**src/design/ohlc_bar_aggregator_assert.svh**
```systemverilog
// assertion macros for the ohlc bar aggregator
`ifndef OHLC_BAR_AGGREGATOR_ASSERT_SVH
`define OHLC_BAR_AGGREGATOR_ASSERT_SVH

// same-cycle implication, disabled during reset
`define OHLC_ASSERT_NOW(label, clk, rst, ante, cons, msg) \
  label: assert property (@(posedge clk) disable iff (rst) (ante) |-> (cons)) \
    else $error(msg);

// next-cycle implication, disabled during reset
`define OHLC_ASSERT_NEXT(label, clk, rst, ante, cons, msg) \
  label: assert property (@(posedge clk) disable iff (rst) (ante) |=> (cons)) \
    else $error(msg);

`endif

```
**src/design/ohlc_pkg.sv**
```systemverilog
// shared constants and controller/datapath types for the ohlc bar aggregator
package ohlc_pkg;

  localparam int TIME_BITS  = 32;
  localparam int TOTAL_BITS = 48;
  localparam int PRICE_BITS = 32;
  localparam int LEN_BITS   = 17;
  localparam int DATA_BITS  = 32;
  localparam int ADDR_BITS  = 3;

  localparam int REG_SEL_BIT = 2;
  localparam logic REG_BAR_SECONDS = 1'b0;
  localparam logic REG_START_TIME  = 1'b1;

  localparam logic [LEN_BITS-1:0]  BAR_SECONDS_RESET = LEN_BITS'(300);
  localparam logic [TIME_BITS-1:0] START_TIME_RESET  = '0;

  localparam int DIV_CNT_BITS = $clog2(TIME_BITS);
  localparam logic [DIV_CNT_BITS-1:0] DIV_LAST = DIV_CNT_BITS'(TIME_BITS - 1);

  typedef struct packed {
    logic load;
    logic div_start;
    logic mul;
    logic update;
    logic emit;
    logic clear;
  } ctrl_cmd_t;

  typedef struct packed {
    logic is_flush;
    logic early;
    logic div_done;
    logic new_bar;
    logic bar_valid;
    logic out_busy;
  } dp_stat_t;

endpackage

```
**src/design/ohlc_tick_if.sv**
```systemverilog
// tick request channel: valid/ready with one trade tick or flush
interface ohlc_tick_if import ohlc_pkg::*; ();
  logic                  valid;
  logic                  ready;
  logic                  opcode;
  logic [TIME_BITS-1:0]  tick_time;
  logic [PRICE_BITS-1:0] price;
  logic [TOTAL_BITS-1:0] cum_volume;
  logic [TOTAL_BITS-1:0] cum_amount;

  modport source (output valid, opcode, tick_time, price, cum_volume, cum_amount,
                  input ready);
  modport sink (input valid, opcode, tick_time, price, cum_volume, cum_amount,
                output ready);
endinterface

```
**src/design/ohlc_bar_if.sv**
```systemverilog
// bar request channel: valid/ready with one finished ohlc bar
interface ohlc_bar_if import ohlc_pkg::*; ();
  logic                  valid;
  logic                  ready;
  logic [TIME_BITS-1:0]  bar_end_time;
  logic [PRICE_BITS-1:0] open_price;
  logic [PRICE_BITS-1:0] high_price;
  logic [PRICE_BITS-1:0] low_price;
  logic [PRICE_BITS-1:0] close_price;
  logic [TOTAL_BITS-1:0] bar_volume;
  logic [TOTAL_BITS-1:0] bar_amount;

  modport source (output valid, bar_end_time, open_price, high_price, low_price,
                  close_price, bar_volume, bar_amount, input ready);
  modport sink (input valid, bar_end_time, open_price, high_price, low_price,
                close_price, bar_volume, bar_amount, output ready);
endinterface

```
**src/design/ohlc_div.sv**
```systemverilog
// two-lane restoring divider sharing one divisor, one quotient bit per cycle
module ohlc_div import ohlc_pkg::*; (
  input  logic                 clk,
  input  logic                 rst,
  input  logic                 start,
  input  logic [LEN_BITS-1:0]  divisor,
  input  logic [TIME_BITS-1:0] dividend_a,
  input  logic [TIME_BITS-1:0] dividend_b,
  output logic                 done,
  output logic [TIME_BITS-1:0] quot_a,
  output logic [TIME_BITS-1:0] quot_b
);

  logic [LEN_BITS-1:0]     rem_a, rem_b;
  logic [TIME_BITS-1:0]    sh_a, sh_b;
  logic [DIV_CNT_BITS-1:0] cnt;
  logic                    run;
  logic [LEN_BITS+TIME_BITS-1:0] step_a, step_b;

  // shift one dividend bit into the remainder, subtract when it fits
  function automatic logic [LEN_BITS+TIME_BITS-1:0] div_step(
    input logic [LEN_BITS-1:0]  rem,
    input logic [TIME_BITS-1:0] sh,
    input logic [LEN_BITS-1:0]  d
  );
    logic [LEN_BITS:0] trial;
    logic [LEN_BITS:0] diff;
    trial = {rem, sh[TIME_BITS-1]};
    diff  = trial - {1'b0, d};
    if (trial >= {1'b0, d}) begin
      div_step = {diff[LEN_BITS-1:0], sh[TIME_BITS-2:0], 1'b1};
    end else begin
      div_step = {trial[LEN_BITS-1:0], sh[TIME_BITS-2:0], 1'b0};
    end
  endfunction

  assign step_a = div_step(rem_a, sh_a, divisor);
  assign step_b = div_step(rem_b, sh_b, divisor);

  always_ff @(posedge clk) begin
    if (rst) begin
      run <= 1'b0;
      cnt <= '0;
    end else if (start) begin
      run <= 1'b1;
      cnt <= '0;
    end else if (run) begin
      cnt <= cnt + 1'b1;
      if (cnt == DIV_LAST) begin
        run <= 1'b0;
      end
    end
  end

  always_ff @(posedge clk) begin
    if (start) begin
      rem_a <= '0;
      rem_b <= '0;
      sh_a  <= dividend_a;
      sh_b  <= dividend_b;
    end else if (run) begin
      {rem_a, sh_a} <= step_a;
      {rem_b, sh_b} <= step_b;
    end
  end

  assign done   = run && (cnt == DIV_LAST);
  assign quot_a = sh_a;
  assign quot_b = sh_b;

endmodule

```
**src/design/ohlc_dp.sv**
```systemverilog
// datapath: latched tick, bar state, interval divider, start multiply, output register
module ohlc_dp import ohlc_pkg::*; (
  input  logic                  clk,
  input  logic                  rst,
  input  ctrl_cmd_t             cmd,
  output dp_stat_t              stat,
  input  logic [LEN_BITS-1:0]   bar_seconds,
  input  logic [TIME_BITS-1:0]  start_time,
  input  logic                  opcode,
  input  logic [TIME_BITS-1:0]  tick_time,
  input  logic [PRICE_BITS-1:0] price,
  input  logic [TOTAL_BITS-1:0] cum_volume,
  input  logic [TOTAL_BITS-1:0] cum_amount,
  output logic                  out_valid,
  input  logic                  out_ready,
  output logic [TIME_BITS-1:0]  bar_end_time,
  output logic [PRICE_BITS-1:0] open_price,
  output logic [PRICE_BITS-1:0] high_price,
  output logic [PRICE_BITS-1:0] low_price,
  output logic [PRICE_BITS-1:0] close_price,
  output logic [TOTAL_BITS-1:0] bar_volume,
  output logic [TOTAL_BITS-1:0] bar_amount
);

  localparam int PROD_BITS = TIME_BITS + LEN_BITS;

  logic                  op_r;
  logic [TIME_BITS-1:0]  t_r;
  logic [PRICE_BITS-1:0] p_r;
  logic [TOTAL_BITS-1:0] vol_r, amt_r;

  logic                  bar_valid;
  logic [TIME_BITS-1:0]  bar_end;
  logic [PRICE_BITS-1:0] bar_open, bar_high, bar_low, bar_close;
  logic [TOTAL_BITS-1:0] base_volume, base_amount, last_volume, last_amount;

  logic [LEN_BITS-1:0]   len;
  logic [TIME_BITS-1:0]  q_tick, q_end;
  logic                  div_done;
  logic [PROD_BITS-1:0]  prod;
  logic [TIME_BITS-1:0]  start_r;
  logic [TIME_BITS:0]    end_sum;
  logic [TIME_BITS-1:0]  end_next;
  logic                  new_bar;
  logic                  open_bar;

  // zero length behaves as one second
  assign len = (bar_seconds == '0) ? LEN_BITS'(1) : bar_seconds;

  ohlc_div u_div (
    .clk        (clk),
    .rst        (rst),
    .start      (cmd.div_start),
    .divisor    (len),
    .dividend_a (t_r),
    .dividend_b (bar_end),
    .done       (div_done),
    .quot_a     (q_tick),
    .quot_b     (q_end)
  );

  assign prod     = PROD_BITS'(q_tick) * PROD_BITS'(len);
  assign end_sum  = {1'b0, start_r} + (TIME_BITS+1)'(len) - (TIME_BITS+1)'(1);
  assign end_next = end_sum[TIME_BITS] ? '1 : end_sum[TIME_BITS-1:0];
  assign new_bar  = bar_valid && (q_tick > q_end);
  assign open_bar = !bar_valid || new_bar;

  assign stat.is_flush  = op_r;
  assign stat.early     = (t_r <= start_time);
  assign stat.div_done  = div_done;
  assign stat.new_bar   = new_bar;
  assign stat.bar_valid = bar_valid;
  assign stat.out_busy  = out_valid;

  always_ff @(posedge clk) begin
    if (cmd.load) begin
      op_r  <= opcode;
      t_r   <= tick_time;
      p_r   <= price;
      vol_r <= cum_volume;
      amt_r <= cum_amount;
    end
    if (cmd.mul) begin
      start_r <= prod[TIME_BITS-1:0];
    end
  end

  // bar state
  always_ff @(posedge clk) begin
    if (rst || cmd.clear) begin
      bar_valid   <= 1'b0;
      base_volume <= '0;
      base_amount <= '0;
    end else if (cmd.update) begin
      bar_valid <= 1'b1;
      if (new_bar) begin
        base_volume <= last_volume;
        base_amount <= last_amount;
      end
    end
  end

  always_ff @(posedge clk) begin
    if (cmd.update) begin
      last_volume <= vol_r;
      last_amount <= amt_r;
      bar_close   <= p_r;
      if (open_bar) begin
        bar_end  <= end_next;
        bar_open <= p_r;
        bar_high <= p_r;
        bar_low  <= p_r;
      end else begin
        if (p_r > bar_high) begin
          bar_high <= p_r;
        end
        if (p_r < bar_low) begin
          bar_low <= p_r;
        end
      end
    end
  end

  // output register
  always_ff @(posedge clk) begin
    if (rst) begin
      out_valid <= 1'b0;
    end else if (cmd.emit) begin
      out_valid <= 1'b1;
    end else if (out_ready) begin
      out_valid <= 1'b0;
    end
  end

  always_ff @(posedge clk) begin
    if (cmd.emit) begin
      bar_end_time <= bar_end;
      open_price   <= bar_open;
      high_price   <= bar_high;
      low_price    <= bar_low;
      close_price  <= bar_close;
      bar_volume   <= (last_volume >= base_volume) ? (last_volume - base_volume) : '0;
      bar_amount   <= (last_amount >= base_amount) ? (last_amount - base_amount) : '0;
    end
  end

endmodule

```
**src/design/ohlc_ctrl.sv**
```systemverilog
// controller state machine sequencing one tick or flush at a time
module ohlc_ctrl import ohlc_pkg::*; (
  input  logic      clk,
  input  logic      rst,
  input  logic      in_valid,
  output logic      in_ready,
  output ctrl_cmd_t cmd,
  input  dp_stat_t  stat
);

  localparam logic [2:0] S_IDLE  = 3'd0;
  localparam logic [2:0] S_EVAL  = 3'd1;
  localparam logic [2:0] S_DIV   = 3'd2;
  localparam logic [2:0] S_MUL   = 3'd3;
  localparam logic [2:0] S_UPD   = 3'd4;
  localparam logic [2:0] S_FLUSH = 3'd5;

  logic [2:0] state, state_next;

  always_ff @(posedge clk) begin
    if (rst) begin
      state <= S_IDLE;
    end else begin
      state <= state_next;
    end
  end

  always_comb begin
    state_next = state;
    cmd        = '0;
    in_ready   = 1'b0;
    case (state)
      S_IDLE: begin
        in_ready = 1'b1;
        if (in_valid) begin
          cmd.load   = 1'b1;
          state_next = S_EVAL;
        end
      end
      S_EVAL: begin
        if (stat.is_flush) begin
          state_next = S_FLUSH;
        end else if (stat.early) begin
          state_next = S_IDLE;
        end else begin
          cmd.div_start = 1'b1;
          state_next    = S_DIV;
        end
      end
      S_DIV: begin
        if (stat.div_done) begin
          state_next = S_MUL;
        end
      end
      S_MUL: begin
        cmd.mul    = 1'b1;
        state_next = S_UPD;
      end
      S_UPD: begin
        if (!(stat.new_bar && stat.out_busy)) begin
          cmd.update = 1'b1;
          cmd.emit   = stat.new_bar;
          state_next = S_IDLE;
        end
      end
      S_FLUSH: begin
        if (!(stat.bar_valid && stat.out_busy)) begin
          cmd.emit   = stat.bar_valid;
          cmd.clear  = 1'b1;
          state_next = S_IDLE;
        end
      end
      default: begin
        state_next = S_IDLE;
      end
    endcase
  end

endmodule

```
**src/design/ohlc_bar_aggregator.sv**
```systemverilog
// top level: ohlc bar aggregator with apb configuration registers
// a tick past the start time goes from accept to state update through eval, the divider
//   steps, multiply and update; a bar it closes shows at the same edge as that update
// a new tick or flush is taken only back in idle, paced by the bit-serial interval divider;
//   an early tick or a flush skips the divider; a flush takes longer while a bar waits at the output
// reset: bar length 300 s, start time 0, no open bar; no clearing pass
`include "ohlc_bar_aggregator_assert.svh"

module ohlc_bar_aggregator import ohlc_pkg::*; (
  input  logic                 clk,
  input  logic                 rst,
  ohlc_tick_if.sink            tick_in,
  ohlc_bar_if.source           bar_out,
  input  logic                 psel,
  input  logic                 penable,
  input  logic                 pwrite,
  input  logic [ADDR_BITS-1:0] paddr,
  input  logic [DATA_BITS-1:0] pwdata,
  output logic [DATA_BITS-1:0] prdata,
  output logic                 pready
);

  // configuration registers
  logic [LEN_BITS-1:0]  bar_seconds;
  logic [TIME_BITS-1:0] start_time;
  logic                 cfg_write;

  ctrl_cmd_t cmd;
  dp_stat_t  stat;

  assign pready    = 1'b1;
  assign cfg_write = psel && penable && pwrite;

  // register select is the word index of the byte address
  always_ff @(posedge clk) begin
    if (rst) begin
      bar_seconds <= BAR_SECONDS_RESET;
      start_time  <= START_TIME_RESET;
    end else if (cfg_write) begin
      case (paddr[REG_SEL_BIT])
        REG_BAR_SECONDS: bar_seconds <= pwdata[LEN_BITS-1:0];
        REG_START_TIME:  start_time  <= pwdata[TIME_BITS-1:0];
        default: begin
        end
      endcase
    end
  end

  always_comb begin
    case (paddr[REG_SEL_BIT])
      REG_BAR_SECONDS: prdata = DATA_BITS'(bar_seconds);
      REG_START_TIME:  prdata = DATA_BITS'(start_time);
      default:         prdata = '0;
    endcase
  end

  // controller: accepts a request only when idle, sequences the datapath
  ohlc_ctrl u_ctrl (
    .clk      (clk),
    .rst      (rst),
    .in_valid (tick_in.valid),
    .in_ready (tick_in.ready),
    .cmd      (cmd),
    .stat     (stat)
  );

  // datapath: divider for both interval indexes, bar state, output register
  ohlc_dp u_dp (
    .clk          (clk),
    .rst          (rst),
    .cmd          (cmd),
    .stat         (stat),
    .bar_seconds  (bar_seconds),
    .start_time   (start_time),
    .opcode       (tick_in.opcode),
    .tick_time    (tick_in.tick_time),
    .price        (tick_in.price),
    .cum_volume   (tick_in.cum_volume),
    .cum_amount   (tick_in.cum_amount),
    .out_valid    (bar_out.valid),
    .out_ready    (bar_out.ready),
    .bar_end_time (bar_out.bar_end_time),
    .open_price   (bar_out.open_price),
    .high_price   (bar_out.high_price),
    .low_price    (bar_out.low_price),
    .close_price  (bar_out.close_price),
    .bar_volume   (bar_out.bar_volume),
    .bar_amount   (bar_out.bar_amount)
  );

  // a finished bar never overwrites one still waiting in the output register
  `OHLC_ASSERT_NOW(a_emit_free, clk, rst, cmd.emit, !bar_out.valid, "bar overwritten")
  // one request at a time: after accepting, the block is busy next cycle
  `OHLC_ASSERT_NEXT(a_one_at_a_time, clk, rst, tick_in.valid && tick_in.ready,
    !tick_in.ready, "request accepted while busy")
  // a flush leaves no open bar
  `OHLC_ASSERT_NEXT(a_flush_clears, clk, rst, cmd.clear, !stat.bar_valid,
    "bar still open after flush")

endmodule
```
**src/flat_wrapper.sv**
```systemverilog
// flat-port wrapper written by rule: the top's interface ports become plain ports
module ohlc_bar_aggregator_flat import ohlc_pkg::*;
  (clk, rst, psel, penable, pwrite, paddr, pwdata, prdata, pready, tick_in_valid, tick_in_opcode, tick_in_tick_time, tick_in_price, tick_in_cum_volume, tick_in_cum_amount, tick_in_ready, bar_out_valid, bar_out_bar_end_time, bar_out_open_price, bar_out_high_price, bar_out_low_price, bar_out_close_price, bar_out_bar_volume, bar_out_bar_amount, bar_out_ready);
  ohlc_tick_if tick_in_i ();
  ohlc_bar_if bar_out_i ();
  input  logic clk;
  input  logic rst;
  input  logic psel;
  input  logic penable;
  input  logic pwrite;
  input  logic [ADDR_BITS-1:0] paddr;
  input  logic [DATA_BITS-1:0] pwdata;
  output logic [DATA_BITS-1:0] prdata;
  output logic pready;
  input wire logic [$bits(tick_in_i.valid)-1:0] tick_in_valid;
  input wire logic [$bits(tick_in_i.opcode)-1:0] tick_in_opcode;
  input wire logic [$bits(tick_in_i.tick_time)-1:0] tick_in_tick_time;
  input wire logic [$bits(tick_in_i.price)-1:0] tick_in_price;
  input wire logic [$bits(tick_in_i.cum_volume)-1:0] tick_in_cum_volume;
  input wire logic [$bits(tick_in_i.cum_amount)-1:0] tick_in_cum_amount;
  output wire logic [$bits(tick_in_i.ready)-1:0] tick_in_ready;
  output wire logic [$bits(bar_out_i.valid)-1:0] bar_out_valid;
  output wire logic [$bits(bar_out_i.bar_end_time)-1:0] bar_out_bar_end_time;
  output wire logic [$bits(bar_out_i.open_price)-1:0] bar_out_open_price;
  output wire logic [$bits(bar_out_i.high_price)-1:0] bar_out_high_price;
  output wire logic [$bits(bar_out_i.low_price)-1:0] bar_out_low_price;
  output wire logic [$bits(bar_out_i.close_price)-1:0] bar_out_close_price;
  output wire logic [$bits(bar_out_i.bar_volume)-1:0] bar_out_bar_volume;
  output wire logic [$bits(bar_out_i.bar_amount)-1:0] bar_out_bar_amount;
  input wire logic [$bits(bar_out_i.ready)-1:0] bar_out_ready;
  assign tick_in_i.valid = tick_in_valid;
  assign tick_in_i.opcode = tick_in_opcode;
  assign tick_in_i.tick_time = tick_in_tick_time;
  assign tick_in_i.price = tick_in_price;
  assign tick_in_i.cum_volume = tick_in_cum_volume;
  assign tick_in_i.cum_amount = tick_in_cum_amount;
  assign tick_in_ready = tick_in_i.ready;
  assign bar_out_valid = bar_out_i.valid;
  assign bar_out_bar_end_time = bar_out_i.bar_end_time;
  assign bar_out_open_price = bar_out_i.open_price;
  assign bar_out_high_price = bar_out_i.high_price;
  assign bar_out_low_price = bar_out_i.low_price;
  assign bar_out_close_price = bar_out_i.close_price;
  assign bar_out_bar_volume = bar_out_i.bar_volume;
  assign bar_out_bar_amount = bar_out_i.bar_amount;
  assign bar_out_i.ready = bar_out_ready;
  ohlc_bar_aggregator u_core (.clk(clk), .rst(rst), .tick_in(tick_in_i), .bar_out(bar_out_i), .psel(psel), .penable(penable), .pwrite(pwrite), .paddr(paddr), .pwdata(pwdata), .prdata(prdata), .pready(pready));
endmodule
```
**config.mk**
```make
export PLATFORM = sky130hd
export DESIGN_NAME = ohlc_bar_aggregator_flat
export DESIGN_NICKNAME = d
export VERILOG_FILES = /design/src/design/ohlc_pkg.sv /design/src/design/ohlc_tick_if.sv /design/src/design/ohlc_bar_if.sv /design/src/design/ohlc_div.sv /design/src/design/ohlc_dp.sv /design/src/design/ohlc_ctrl.sv /design/src/design/ohlc_bar_aggregator.sv /design/src/flat_wrapper.sv
export VERILOG_INCLUDE_DIRS = /design/src /design/src/design
export SDC_FILE = /design/constraint.sdc
export NUM_CORES = 2
export LEC_CHECK = 0
export ABC_AREA = 1
export BUFFER_PORTS_ARGS = -buffer_cell sky130_fd_sc_hd__buf_2
export CAP_MARGIN = 10
export CELL_PAD_IN_SITES_DETAIL_PLACEMENT = 0
export CELL_PAD_IN_SITES_GLOBAL_PLACEMENT = 1
export CORE_MARGIN = 4
export CORE_UTILIZATION = 43
export CTS_CLUSTER_DIAMETER = 120
export DETAILED_ROUTE_END_ITERATION = 8
export GPL_TIMING_DRIVEN = 0
export HOLD_SLACK_MARGIN = 0.08
export PLACE_DENSITY_LB_ADDON = 0.1
export RECOVER_POWER = 100
export SLEW_MARGIN = 20
export SYNTH_ARGS = -nofsm -noshare
export SYNTH_HDL_FRONTEND = slang
export SYNTH_SLANG_ARGS = --single-unit
```
**constraint.sdc**
```tcl
create_clock -name clk -period 7.8 [get_ports clk]
set_clock_uncertainty 0.1 [all_clocks]
set_input_delay 0.39 -clock clk [delete_from_list [all_inputs] [get_ports clk]]
set_output_delay 0.39 -clock clk [all_outputs]
set_load 0.1 [all_outputs]
```
==> After elaboration in Yosys (flattened, before gate mapping) <==
Index checks and enable logic that the tools add are counted.
{ "op_classes": {"magnitude_cmp": 8, "n_addsub": 7, "eq_ne": 10, "mul": 1, "n_bitwise": 1, "shift": 0, "div_mod_pow": 0, "n_reduce_logical": 23, "n_mux": 36} }
{ "op_table": {"columns": ["op", "n"], "rows": [
  ["$mux 32", 8],
  ["$mux 49", 2],
  ["$ge 48x48->1", 2],
  ["$sub 48x48->48", 2],
  ["$gt 32x32->1", 2],
  ["$pmux 32 s2", 1],
  ["$ge 18x17->1", 2],
  ["$sub 17x17->17", 2],
  ["$add 32x17->33", 1],
  ["$sub 33x1->33 const B", 1],
  ["$le 32x32->1", 1],
  ["$lt 32x32->1", 1],
  ["$mul 32x17->32", 1],
  ["$pmux 3 s6", 1],
  ["$logic_not 17->1", 1],
  ["$mux 17", 1],
  ["$mux 3", 5],
  ["$mux 1", 14],
  ["$reduce_and 2->1", 6],
  ["$ne 2x2->1 const B", 4],
  ["$reduce_bool 2->1", 4],
  ["$eq 3x2->1 const B", 2],
  ["$eq 3x3->1 const B", 2],
  ["$logic_and 1x1->1", 6],
  ["11 further kinds", 14]
]} }
{ "totals": {"input_bits": 203, "output_inout_bits": 291, "reg_bits": 959, "ramBits": 0, "mem_count": 0, "romBits": 0, "wordCells": 119, "latchBits": 0} }

==> Longest topological paths before layout <==
{ "logic_depth": {"ltp_word": 6, "ltp_mapped": 32, "mapped_depth_nobuf": 30} }

==> By module <==
A second synthesis with hierarchy kept.
{ "unflattened": {"cells_unflattened": 6672, "area_unflattened_um2": 60177.7} }
{ "modules_own_cells": {"columns": ["mod", "cells_each", "seq_area_each_um2", "area_each_um2", "n_inst"], "rows": [
  ["ohlc_dp", 5203, 23132.2, 49987.9, 1],
  ["ohlc_div", 1039, 2722.6, 7513.5, 1],
  ["ohlc_bar_aggregator", 388, 980.9, 2423.6, 1],
  ["ohlc_ctrl", 42, 60.1, 252.7, 1]
]} }

==> Worst setup path before layout <==
No wires, ideal clock.
{ "synth_timing": {"path_type": "register to register", "from": "register u_core.u_ctrl.state[0]", "to": "register u_core.u_dp.amt_r[0] (enable)", "slack_ps": -1707, "stages_incl_launch_ff": 6, "arrival_ps": 8722, "required_time_ps": 7015, "path_cell_list": "dfxtp_1 -> nor2_1 -> inv_1 -> nor2_1 -> inv_1 -> nor2_1"} }
{ "synth_lines": {"columns": ["item", "line", "rtl"], "rows": [
  ["from (decl)", "ohlc_ctrl.sv:18", "logic [2:0] state, state_next;"],
  ["from (signal assigned)", "ohlc_ctrl.sv:24", "state <= state_next;"],
  ["to (signal assigned)", "ohlc_dp.sv:81", "amt_r <= cum_amount;"],
  ["to (decl)", "ohlc_dp.sv:30", "logic [TOTAL_BITS-1:0] vol_r, amt_r;"]
]} }

==> Worst setup path in the final report <==
{ "layout_timing": {"from": "register u_core.bar_seconds[3]", "to": "register u_core.u_dp.start_r[27], data pin"} }
{ "layout_between": {"elab_chain_len": 3} }
{ "layout_lines": {"columns": ["item", "line", "rtl"], "rows": [
  ["from (decl)", "ohlc_bar_aggregator.sv:24", "logic [LEN_BITS-1:0] bar_seconds;"],
  ["from (signal assigned)", "ohlc_bar_aggregator.sv:41", "REG_BAR_SECONDS: bar_seconds <= pwdata[LEN_BITS-1:0];"],
  ["$logic_not 17->1", "ohlc_dp.sv:48", "assign len = (bar_seconds == '0) ? LEN_BITS'(1) : bar_seconds;"],
  ["$mux 17 *", "ohlc_dp.sv:48", null],
  ["$mul 32x17->32 *", "ohlc_dp.sv:62", "assign prod = PROD_BITS'(q_tick) * PROD_BITS'(len);"],
  ["via u_core.u_dp.prod[27]", "ohlc_dp.sv:40", "logic [PROD_BITS-1:0] prod;"],
  ["to (signal assigned)", "ohlc_dp.sv:84", "start_r <= prod[TIME_BITS-1:0];"],
  ["to (decl)", "ohlc_dp.sv:41", "logic [TIME_BITS-1:0] start_r;"]
]} }
The timed path passes the listed nets; every way through them passes the cells marked *.
A chain may end at the register's enable or synchronous reset.

==> results_dict.tcl <==
set metrics [dict create \
    final_cells 9194 \
    coreArea_um2 137000 \
    hold_class "input port to flip-flop" \
    ys_ff_latch 959 \
    power_density_nw_per_um2 306 \
    synth_warnings 0 \
    grtUsageTotal_pct 27.1 \
    die_area_um2 144000 \
    vias_per_cell 5.12 \
    cap_viol_max_count 6 \
    cts_tree "done" \
    critPathMaxFanout 10 \
    synth_area_per_cell_um2 9.16 \
    fin_area_um2 69300 \
    port_buffers 490 \
    cts-root-buf "clkbuf_16" \
    clock_latency_ns 0.74 \
    period_share_pct 96.1 \
    cpMaxStageDelayCell "clkbuf_1" \
    cts_setup_buffers 0 \
    grt-ovfl-total 0 \
    p_leak_nw 30.6 \
    syn_area_um2 59400 \
    endpoint_kind "flip-flop" \
    seqPwrFrac_pct 30.7 \
    cts_buffers 106 \
    pwr-share-comb_pct 44.9 \
    maxSlewViolCount 88 \
    dp.cells 8797 \
    p_sw_mw 8.74 \
    area_delta_synth_final_pct 16.6 \
    grt_pass1_vias 47300 \
    worstReg2RegStart "u_core.bar_seconds[3]" \
    layout_commonest_cell "nand2_1" \
    io_pins 494 \
    route.detailed.drc 0 \
    cts.sinks 959 \
    ys_types 56 \
    worstPathCellList "clkbuf_1 > clkbuf_1 > nand2_1 > fa_1 > fa_1 > fa_1 > inv_1 > fa_1 > fa_1 > inv_1 > fa_1 > inv_1 > ha_1 > clkbuf_1 > nand2_1 > nor3b_1 > nand4_1 > nand3_1 > a21o_1 > nand2_1 > nand3_1 > nand2_1" \
    power.share.switching_pct 41.2 \
    drt_iter0_drc 3599 \
    cts_max_level 3 \
    violations "max-capacitance violations, max-slew violations" \
    synth_cells 6489 \
    drt_wl_total_mm 197 \
    ir_drop_v 0.000267 \
    cp.required_ns 8.17 \
    rsz0062_at_grt "false" \
    cts_buffer_depth 3 \
    dp_hpwl_mm 156 \
    synthArstFlopShare_pct 0 \
    ff2ff_path_depth 22 \
    critical_path_class "flip-flop to flip-flop" \
    nNetsFinal 8207 \
    wl_per_cell_um 21.4 \
    slowest_delay_ns 0.61 \
    max-slew-margin-rel_pct -83.7 \
    final_cell_mix "nand2_1, inv_1, edfxtp_1" \
    drive_above_1_share_pct 5.69 \
    setup_viol 0 \
    clockPowerShare_pct 24.4 \
    die_y_um 380 \
    antenna_found_initial 15 \
    synth_flop_cell "edfxtp_1" \
    outcome "finished, violations left" \
    setup_tns_ns 0 \
    r2r-end "u_core.u_dp.start_r[27]" \
    die_w_um 380 \
    critical_path.endpoint "u_core.u_dp.start_r[27]" \
    cp-start-kind "flip-flop" \
    place_area_um2 64700 \
    ant_nets 0 \
    finalHoldViolCount 0 \
    vias 47100 \
    fmax_mhz 133 \
    reg2reg_slack_ns 0.31 \
    layout_min_cycle_time_ns 7.49 \
    clk_pin_slew_ns 0.06 \
    drt_pass1_iterations 6 \
    max_slew.worst_pin.slew_ns 2.76 \
    p_int_mw 12.5 \
    synth_edf_count 769 \
    grt_pass1_wl_mm 297 \
    synthesis.nets 7391 \
    grt_start_max_net_pins 94 \
    crit_top_cell "fa_1" \
    routabilityCongestion 0.948 \
    initial_core_util_pct 43.3 \
    yosysSeqAreaShare_pct 45.3 \
    startpoint "u_core.bar_seconds[3]" \
    placementRows 136 \
    arrival_ns 7.87 \
]
-- worst min path at each step --
stage / to / start / slack (ns) / cells past startpoint
global placement: u_core.u_dp.open_price[22] / u_core.u_dp.bar_open[22] / 0.30 / 0
floorplan: u_core.u_dp.close_price[0] / u_core.u_dp.bar_close[0] / 0.30 / 0
CTS: u_core.bar_seconds[3] / paddr[2] / 0.11 / 3
finish: u_core.bar_seconds[3] / paddr[2] / 0.18 / 3
detailed placement: u_core.u_dp.close_price[10] / u_core.u_dp.bar_close[10] / 0.30 / 0
global route: u_core.bar_seconds[3] / paddr[2] / 0.18 / 3
-- critical path: cells and delay by family (launching register included) --
family                     cells  cell delay [ns]
adders and majority gates      7             3.44
AOI/OAI and AO/OA              1             0.18
and+or+nand+nor                8             1.51
DFF                            1             0.51
buffers and inverters          6             1.51
-- state kept, by name (all words and copies together), names as in the netlist, 48 cells and up --
signal	flops
u_core.u_dp.last_amount	48
u_core.u_dp.bar_volume	48
u_core.u_dp.last_volume	48
u_core.u_dp.base_amount	48
u_core.u_dp.amt_r	48
u_core.u_dp.base_volume	48
u_core.u_dp.bar_amount	48
u_core.u_dp.vol_r	48
-- synthesized netlist by cell type (all sizes together) (50+ instances only) --
| master | number | area share (%) |
|---|---|---|
| xnor2 | 52 | 0.77 |
| nand4 | 50 | 0.55 |
| dfxtp | 190 | 6.4 |
| buf | 83 | 0.82 |
| o21ai | 257 | 2.2 |
| nand3 | 369 | 3.1 |
| clkbuf | 117 | 0.74 |
| a21oi | 480 | 4.1 |
| ha | 375 | 7.9 |
| inv | 1300 | 8.2 |
| edfxtp | 769 | 39 |
| nor2 | 389 | 2.5 |
| nand2 | 1422 | 9.0 |
| fa | 324 | 11 |
| xor2 | 66 | 0.97 |
-- metal layers --
| layer | global-route usage [%] | vias up | part of all wire [%] |
|---|---|---|---|
| met2 | 43.8 | 1492 | 46 |
| met1 | 38.1 | 22900 | 45 |
| met3 | 4.61 | 219 | 6.9 |
| met5 | 0 | - | 0.0066 |
| met4 | 6.66 | 2 | 2.4 |
| li1 | - | 22500 | - |
-- through the flow --
| stage | worst slack [ns] | hold WS [ns] | util (%) | total power [mW] |
|---|---|---|---|---|
| after CTS | 0.0424 | 0.114 | 51.2 | 21.4 |
| after global placement | -2.19 | 0.301 | 46.7 | 16.0 |
| after detailed placement | 0.0510 | 0.305 | 47.1 | 16.0 |
| after global routing | 0.00382 | 0.180 | 50.5 | 22.8 |
| after floorplan | 1.00 | 0.300 | - | 13.1 |
| final | 0.306 | 0.183 | 50.5 | 21.2 |
-- power groups by stage --
stage	Combinational (mW)	Sequential [mW]	Clock [mW]
2_1_floorplan	6.63	6.51	0
3_3_place_gp	9.37	6.65	0
3_5_place_dp	9.36	6.60	0
4_1_cts	9.63	6.49	5.29
5_1_grt	10.8	6.54	5.50
6_report	9.53	6.51	5.17
-- what timing repair did --
action                                 in CTS  in global routing
gates resized for setup                     0                 20
endpoints found under the hold margin     218                  0
setup endpoints to repair                   0                  8
hold buffers                              197                  0
-- kinds of logic after synthesis --
logic type               share of synthesized area (%)
AND/OR/NAND/NOR                                   16.3
buffers and inverters                             9.78
flip-flops                                        45.3
AO/OA/AOI/OAI                                     8.13
adder cells (fa/ha/maj)                           18.8
XOR/XNOR                                          1.74
other                                          0.00631
-- layout make-up --
cell class                      instances  area (um^2)
Sequential cell                       959        26900
Inverter                             1301         4890
Clock buffer                          142         3030
Multi-Input combinational cell       4029        26600
Fill cell                           13200        68000
Clock inverter                         58          612
Timing Repair Buffer                  711         4190
Tap cell                             1794         2240
Buffer                                197          806
Antenna cell                            3         7.51
(Power assumes the default switching activity.)
